`src/sv/lobm_scan.sv`:
```
`timescale 1ns / 1ps
// Level scan unit: steps a price pointer one level per cycle until a
// nonempty level or the book edge. No dependencies.
module lobm_scan #(
	parameter int unsigned PW = 13
) (
	input  logic          clk,
	input  logic          arst_n,
	input  logic          start,
	input  logic          down,
	input  logic [PW-1:0] from,
	input  logic          level_empty,  // count read at the address of the cycle before
	input  logic [PW-1:0] edge_val,
	output logic [PW-1:0] addr,
	output logic [PW-1:0] cur,
	output logic          busy
);
	logic [PW-1:0] addr_q;
	logic [PW-1:0] chk_q;
	logic [PW-1:0] cur_q;
	logic          chk_v_q;
	logic          busy_q;

	assign addr = addr_q;
	assign cur  = cur_q;
	assign busy = busy_q;

	// addr_q is read this cycle; chk_q is the level whose count arrives now
	always_ff @(posedge clk or negedge arst_n) begin
		if (!arst_n) begin
			busy_q  <= 1'b0;
			addr_q  <= '0;
			chk_q   <= '0;
			chk_v_q <= 1'b0;
			cur_q   <= '0;
		end else if (start) begin
			busy_q  <= 1'b1;
			addr_q  <= from;
			chk_v_q <= 1'b0;
		end else if (busy_q) begin
			if (chk_v_q && !level_empty) begin
				busy_q <= 1'b0;
				cur_q  <= chk_q;
			end else if (addr_q == edge_val) begin
				busy_q <= 1'b0;
				cur_q  <= edge_val;
			end else begin
				chk_q   <= addr_q;
				chk_v_q <= 1'b1;
				addr_q  <= down ? addr_q - PW'(1) : addr_q + PW'(1);
			end
		end
	end
endmodule
```
`config.mk`:
```
export PLATFORM = sky130hd
export DESIGN_NAME = lobm_scan
export DESIGN_NICKNAME = d
export VERILOG_FILES = /design/src/sv/lobm_scan.sv
export SDC_FILE = /design/constraint.sdc
export NUM_CORES = 1
export LEC_CHECK = 0
export ABC_AREA = 0
export BUFFER_PORTS_ARGS = -buffer_cell sky130_fd_sc_hd__buf_4
export CAP_MARGIN = 20
export CORE_MARGIN = 1
export CORE_UTILIZATION = 41
export CTS_BUF_LIST = sky130_fd_sc_hd__clkbuf_16
export DETAILED_ROUTE_END_ITERATION = 7
export MAX_ROUTING_LAYER = met4
export PLACE_DENSITY = 0.76
export SYNTH_ARGS = -nofsm -noshare
export SYNTH_HDL_FRONTEND = slang
export SYNTH_SLANG_ARGS = --single-unit
```
`constraint.sdc`:
```
create_clock -name clk -period 2.8 [get_ports clk]
set_input_delay 0.14 -clock clk [delete_from_list [all_inputs] [get_ports clk]]
set_output_delay 0.14 -clock clk [all_outputs]
set_load 0.05 [all_outputs]
```
==> impl_metrics.json, run 1 <==
{
  "status": "complete, no violations",
  "grt_pass1_vias": 1827,
  "routed_wl_mm": 5.77,
  "synth_edf_count": 0,
  "ant_nets": 0,
  "seq_area_frac_synth": 0.417,
  "wire_per_inst_um": 15.8,
  "drt_pre_antenna_iters": 4,
  "dp_slack_ns": 0.360,
  "rows": 27,
  "worstPathArrival_ns": 2.62,
  "cts_sinks": 41,
  "p_switching_mw": 1.25,
  "syn-instance-count": 234,
  "gr-total-overflow": 0,
  "antenna_found_initial": 0,
  "numCtsBuffers": 5,
  "p_int_mw": 1.83,
  "ir_drop_mv": 0.518,
  "post_cts_buffers": 0,
  "leakage_nw": 1.51,
  "cap_violations": 0,
  "clock_latency_ns": 0.28,
  "setup_viol_count_final": 0,
  "drc": 0,
  "mostFrequentLayoutCells": "buf_4 (63), dfrtp_1 (41), a21oi_1 (25), mux2i_1 (17)",
  "chipWidth_um": 79.5,
  "syn_nets": 277,
  "critPathKind": "reg -> reg",
  "fp.dieH_um": 79.5,
  "fin_crit_sh": 0.880,
  "power.clock.fraction": 0.203,
  "rsz0062_at_grt": "false",
  "stdcell_count": 365,
  "synth_flop_cell": "dfrtp_1",
  "report.final.slew_viol_count": 0,
  "timing.setup.tns_ns": 0,
  "first_iter_violations": 101,
  "avgViaCountPerCell": 5.34,
  "dpl.hpwl_mm": 4.16,
  "yosysUniqueCellTypes": 34,
  "clock_skew_ns": 0.00305,
  "finalWeightedCongestion": 0.875,
  "worstMarginPinSlew_ns": 0.535,
  "dieArea_sq_mm": 0.00632,
  "coreArea_sq_mm": 0.00564,
  "setup_slack_ns": 0.336,
  "fillers": 481,
  "num_antenna_cells": 0,
  "start_util": 0.436,
  "syn_to_final_growth_pct": 27.2,
  "start_kind": "register",
  "worstPathRequired_ns": 2.96,
  "dp_cells": 357,
  "cts_tree": "yes",
  "clk_pin_slew_worst_paths_ns": 0.06,
  "grt_max_degree": 42,
  "relSlewSlack": 0.643,
  "final_area_sq_mm": 0.00313,
  "p_per_area_mw_per_mm2": 985,
  "holdWs_ns": 0.0703,
  "sequentialPowerShare": 0.305,
  "clockBufferDepth": 2,
  "ys_warn_count": 0,
  "grt_pass1_wl_mm": 9.04,
  "fmax_mhz": 406,
  "final_hold_viol_count": 0,
  "min_period_ns": 2.46,
  "power_frac_comb": 0.492,
  "end_kind": "register",
  "placed_area_sq_mm": 0.00296,
  "vias": 1950,
  "cts-root-buf": "clkbuf_16",
  "synth_area_sq_mm": 0.00246,
  "fin_nets": 336,
  "async_reset_ff_frac": 1.00,
  "io_buffer_count": 57,
  "final_common_cell": "buf_4",
  "ioPinCount": 58,
  "crit_path_max_fanout": 6,
  "synth_area_per_cell_sq_um": 10.5,
  "swShare": 0.407,
  "drive_gt1_frac": 0.314,
  "hold_class": "in -> reg",
  "htree_levels": 2,
  "grt_usage": 0.195,
  "ys_seq_elements": 41
}
-- registers in the layout (all words and copies together), names as in the netlist --
signal	count
addr	13
cur	13
chk_q	13
chk_v_q	1
busy	1
-- repair_timing --
item / CTS / global route
hold endpoints to repair: 41 / 0
resized for setup: 0 / 0
hold buffers: 1 / 0
-- stage by stage --
| stage | total power [mW] | utilization |
|---|---|---|
| 3_3_place_gp | 2.42 | 0.525 |
| 5_1_grt | 3.26 | 0.555 |
| 4_1_cts | 3.11 | 0.555 |
| 3_5_place_dp | 2.45 | 0.525 |
| 2_1_floorplan | 2.02 | - |
| 6_report | 3.09 | 0.555 |
-- worst max-delay path, cell delays in order (launching register included) --
cell and delay [ns]:
dfrtp_1 0.48, inv_1 0.10, fa_1 0.44, nor2b_1 0.17
o211ai_1 0.12, a31oi_1 0.33, o22ai_1 0.13, xnor2_1 0.16
and3_1 0.19, o31a_1 0.23
-- area by class of cell --
| cell class | count | area (sq um) | area share |
|---|---|---|---|
| inverters | 5 | 18.8 | 0.00599 |
| repair buffers | 64 | 483 | 0.154 |
| multi-input cells | 176 | 1350 | 0.432 |
| clock buffers | 5 | 125 | 0.0400 |
| flip-flops and latches | 41 | 1030 | 0.328 |
| well taps | 72 | 90.1 | 0.0288 |
| clock inverters | 2 | 35.0 | 0.0112 |
-- power by group through the flow --
stage                     Clock, mW  Sequential [mW]  Combinational [mW]
final                         0.625            0.942                1.52
after global routing          0.663            0.967                1.63
after CTS                     0.638            0.943                1.53
after detailed placement          0            0.945                1.50
after global placement            0            0.936                1.49
after floorplan                   0             1.30               0.725
-- synthesized netlist by cell type, types with 2 or more instances --
cell type	count	share of area
clkbuf_1	7	0.011
mux2_4	7	0.043
xnor2_1	16	0.057
mux2_2	13	0.059
buf_2	3	0.0061
o21a_1	3	0.0091
xor2_1	9	0.032
nand2_1	11	0.017
buf_6	2	0.0091
nand4_1	3	0.0076
inv_1	5	0.0076
and3_1	4	0.010
a21o_1	4	0.012
o21ai_0	11	0.022
a21oi_1	25	0.051
nand2b_1	6	0.015
nand3_1	3	0.0061
dfrtp_1	41	0.42
ha_1	11	0.056
nor2_1	16	0.024
mux2i_1	17	0.069
o211ai_1	4	0.012
nor4_1	2	0.0051
-- kinds of logic (layout without fill, tap and decap cells) --
| family | Yosys count | after routing | share of synthesized area |
|---|---|---|---|
| DFF | 41 | 41 | 0.417 |
| and+or+nand+nor | 49 | 49 | 0.0991 |
| adders and majority gates | 12 | 12 | 0.0640 |
| buffers and inverters | 17 | 76 | 0.0335 |
| muxes | 37 | 37 | 0.171 |
| AOI/OAI and AO/OA | 53 | 53 | 0.127 |
| xor gates and xnor gates | 25 | 25 | 0.0889 |
-- worst paths after layout --
path                                from       end  slack [ns]  cells after the start
worst max register to register   addr[0]  addr[12]        0.34                      9
worst max-delay path             addr[0]  addr[12]        0.34                      9
min in group asynchronous         arst_n   cur[11]        0.39                      2
worst min-delay path             from[0]   addr[0]        0.07                      3
worst min register to register  chk_q[4]  chk_q[4]        0.50                      1
max in group asynchronous         arst_n   addr[6]        2.04                      2
-- layer usage --
| layer | global-route usage | wire length [um] |
|---|---|---|
| met2 | 0.320 | 2820 |
| met3 | 0.0366 | 346 |
| met5 | - | 0 |
| met4 | 0.0436 | 46 |
| met1 | 0.249 | 2560 |
Note: power is estimated with default switching activity, not from simulation.
==> run 2, diff against run 1 <==
--- a/config.mk
+++ b/config.mk
@@ -13,7 +13,6 @@
 export CTS_BUF_LIST = sky130_fd_sc_hd__clkbuf_16
 export DETAILED_ROUTE_END_ITERATION = 7
 export MAX_ROUTING_LAYER = met4
-export PLACE_DENSITY = 0.76
 export SYNTH_ARGS = -nofsm -noshare
 export SYNTH_HDL_FRONTEND = slang
 export SYNTH_SLANG_ARGS = --single-unit
==> impl_metrics.json, run 2 (synthesis results as in run 1) <==
{
  "clock_latency_ns": 0.28,
  "leakage_nw": 1.53,
  "vias": 1907,
  "fmax_mhz": 385,
  "p_int_mw": 1.88,
  "worstPathArrival_ns": 2.75,
  "drc": 0,
  "numCtsBuffers": 5,
  "grt_pass1_wl_mm": 9.23,
  "fin_nets": 342,
  "p_switching_mw": 1.25,
  "mostFrequentLayoutCells": "buf_4 (69), dfrtp_1 (41), a21oi_1 (24), mux2i_1 (17)",
  "avgViaCountPerCell": 5.13,
  "report.final.slew_viol_count": 0,
  "gr-total-overflow": 0,
  "p_per_area_mw_per_mm2": 982,
  "p_total_mw": 3.13,
  "drt_pre_antenna_iters": 4,
  "cts_sinks": 41,
  "end_kind": "register",
  "clock_skew_ns": 0.00461,
  "antenna_found_initial": 0,
  "fp.dieH_um": 79.5,
  "crit_path_max_fanout": 16,
  "ant_nets": 0,
  "power_frac_comb": 0.507,
  "worst-path-buf-inv": 0,
  "placed_area_sq_mm": 0.00301,
  "status": "complete, no violations",
  "syn_to_final_growth_pct": 29.4,
  "sequentialPowerShare": 0.288,
  "ioPinCount": 58,
  "fin_crit_sh": 0.927,
  "post_cts_buffers": 0,
  "rows": 27,
  "power.clock.fraction": 0.205,
  "num_antenna_cells": 0,
  "clk_pin_slew_worst_paths_ns": 0.06,
  "start_util": 0.436,
  "cp_cell_sequence": "xor2_1 > nor4_1 > nand4_1 > and3_1 > nor2b_4 > mux2_2",
  "final_common_cell": "buf_4",
  "timing.setup.tns_ns": 0,
  "min_period_ns": 2.60,
  "worstPathRequired_ns": 2.96,
  "finalWeightedCongestion": 0.841,
  "grt_pass1_vias": 1800,
  "max_stage_delay_ns": 0.65,
  "ir_drop_mv": 0.471,
  "final_area_sq_mm": 0.00319,
  "cts_tree": "yes",
  "cap_violations": 0,
  "start_kind": "register",
  "dpl.hpwl_mm": 4.27,
  "critical_path.top_delay_family": "simple AND/OR/NAND/NOR gates",
  "rsz0062_at_grt": "false",
  "cts-root-buf": "clkbuf_16",
  "clockBufferDepth": 2,
  "routed_wl_mm": 5.56,
  "chipWidth_um": 79.5,
  "crit_path_top_delay_cell": "and3_1",
  "postCtsHoldBufs": 1,
  "post_cts_resized": 0,
  "worstMarginPinSlew_ns": 0.728,
  "htree_levels": 2,
  "grt_max_degree": 42,
  "hold_class": "in -> reg",
  "setup_viol_count_final": 0,
  "drive_gt1_frac": 0.330,
  "final_hold_viol_count": 0,
  "swShare": 0.400,
  "critPathKind": "reg -> reg",
  "relSlewSlack": 0.514,
  "coreArea_sq_mm": 0.00564,
  "first_iter_violations": 70,
  "wire_per_inst_um": 14.9,
  "grt_usage": 0.196,
  "io_buffer_count": 57,
  "dieArea_sq_mm": 0.00632
}
[run 2: power groups by stage]
stage	registers [mW]	clock network, mW	logic (mW)
CTS	0.903	0.655	1.60
floorplan	1.30	0	0.725
finish	0.900	0.642	1.59
detailed placement	0.914	0	1.59
global placement	0.907	0	1.58
global route	0.926	0.681	1.72
[run 2: final cells by class]
type | count | area [sq um]
clock buffer | 5 | 125
clock inverter | 3 | 41.3
fill | 505 | 2450
inverter | 5 | 18.8
multi-input combinational | 176 | 1360
sequential | 41 | 1030
tap | 72 | 90.1
timing repair buffer | 70 | 528
[run 2: path summary, 6_finish.rpt]
path | startpoint | end | slack, ns | cells after the start
worst max-delay path | addr[0] | chk_q[0] | 0.20 | 6
worst min-delay path | from[6] | addr[6] | 0.07 | 3
worst max register to register | addr[0] | chk_q[0] | 0.20 | 6
worst min register to register | chk_q[4] | chk_q[4] | 0.50 | 1
max in group asynchronous | arst_n | addr[1] | 2.06 | 2
min in group asynchronous | arst_n | cur[9] | 0.38 | 2
[run 2: routing by layer]
layer,vias up,GRT usage,part of all wire
li1,955,-,-
met1,892,0.281,0.50
met2,55,0.290,0.44
met3,5,0.0229,0.053
met4,0,0.0545,0.010
met5,-,-,0
[run 2: worst min-delay path, cell delays in order]
cell     delay, ns
buf_4         0.07
nand2_1       0.04
o21ai_0       0.06
[run 2: per-stage QoR]
stage	setup slack, ns	hold slack [ns]	cells	utilization
6_report	0.205	0.0734	372	0.565
5_1_grt	0.0209	0.0841	372	0.565
4_1_cts	0.182	0.0705	372	0.565
3_3_place_gp	0.208	0.161	363	0.534
3_5_place_dp	0.199	0.155	363	0.534
2_1_floorplan	0.293	-0.156	234	-
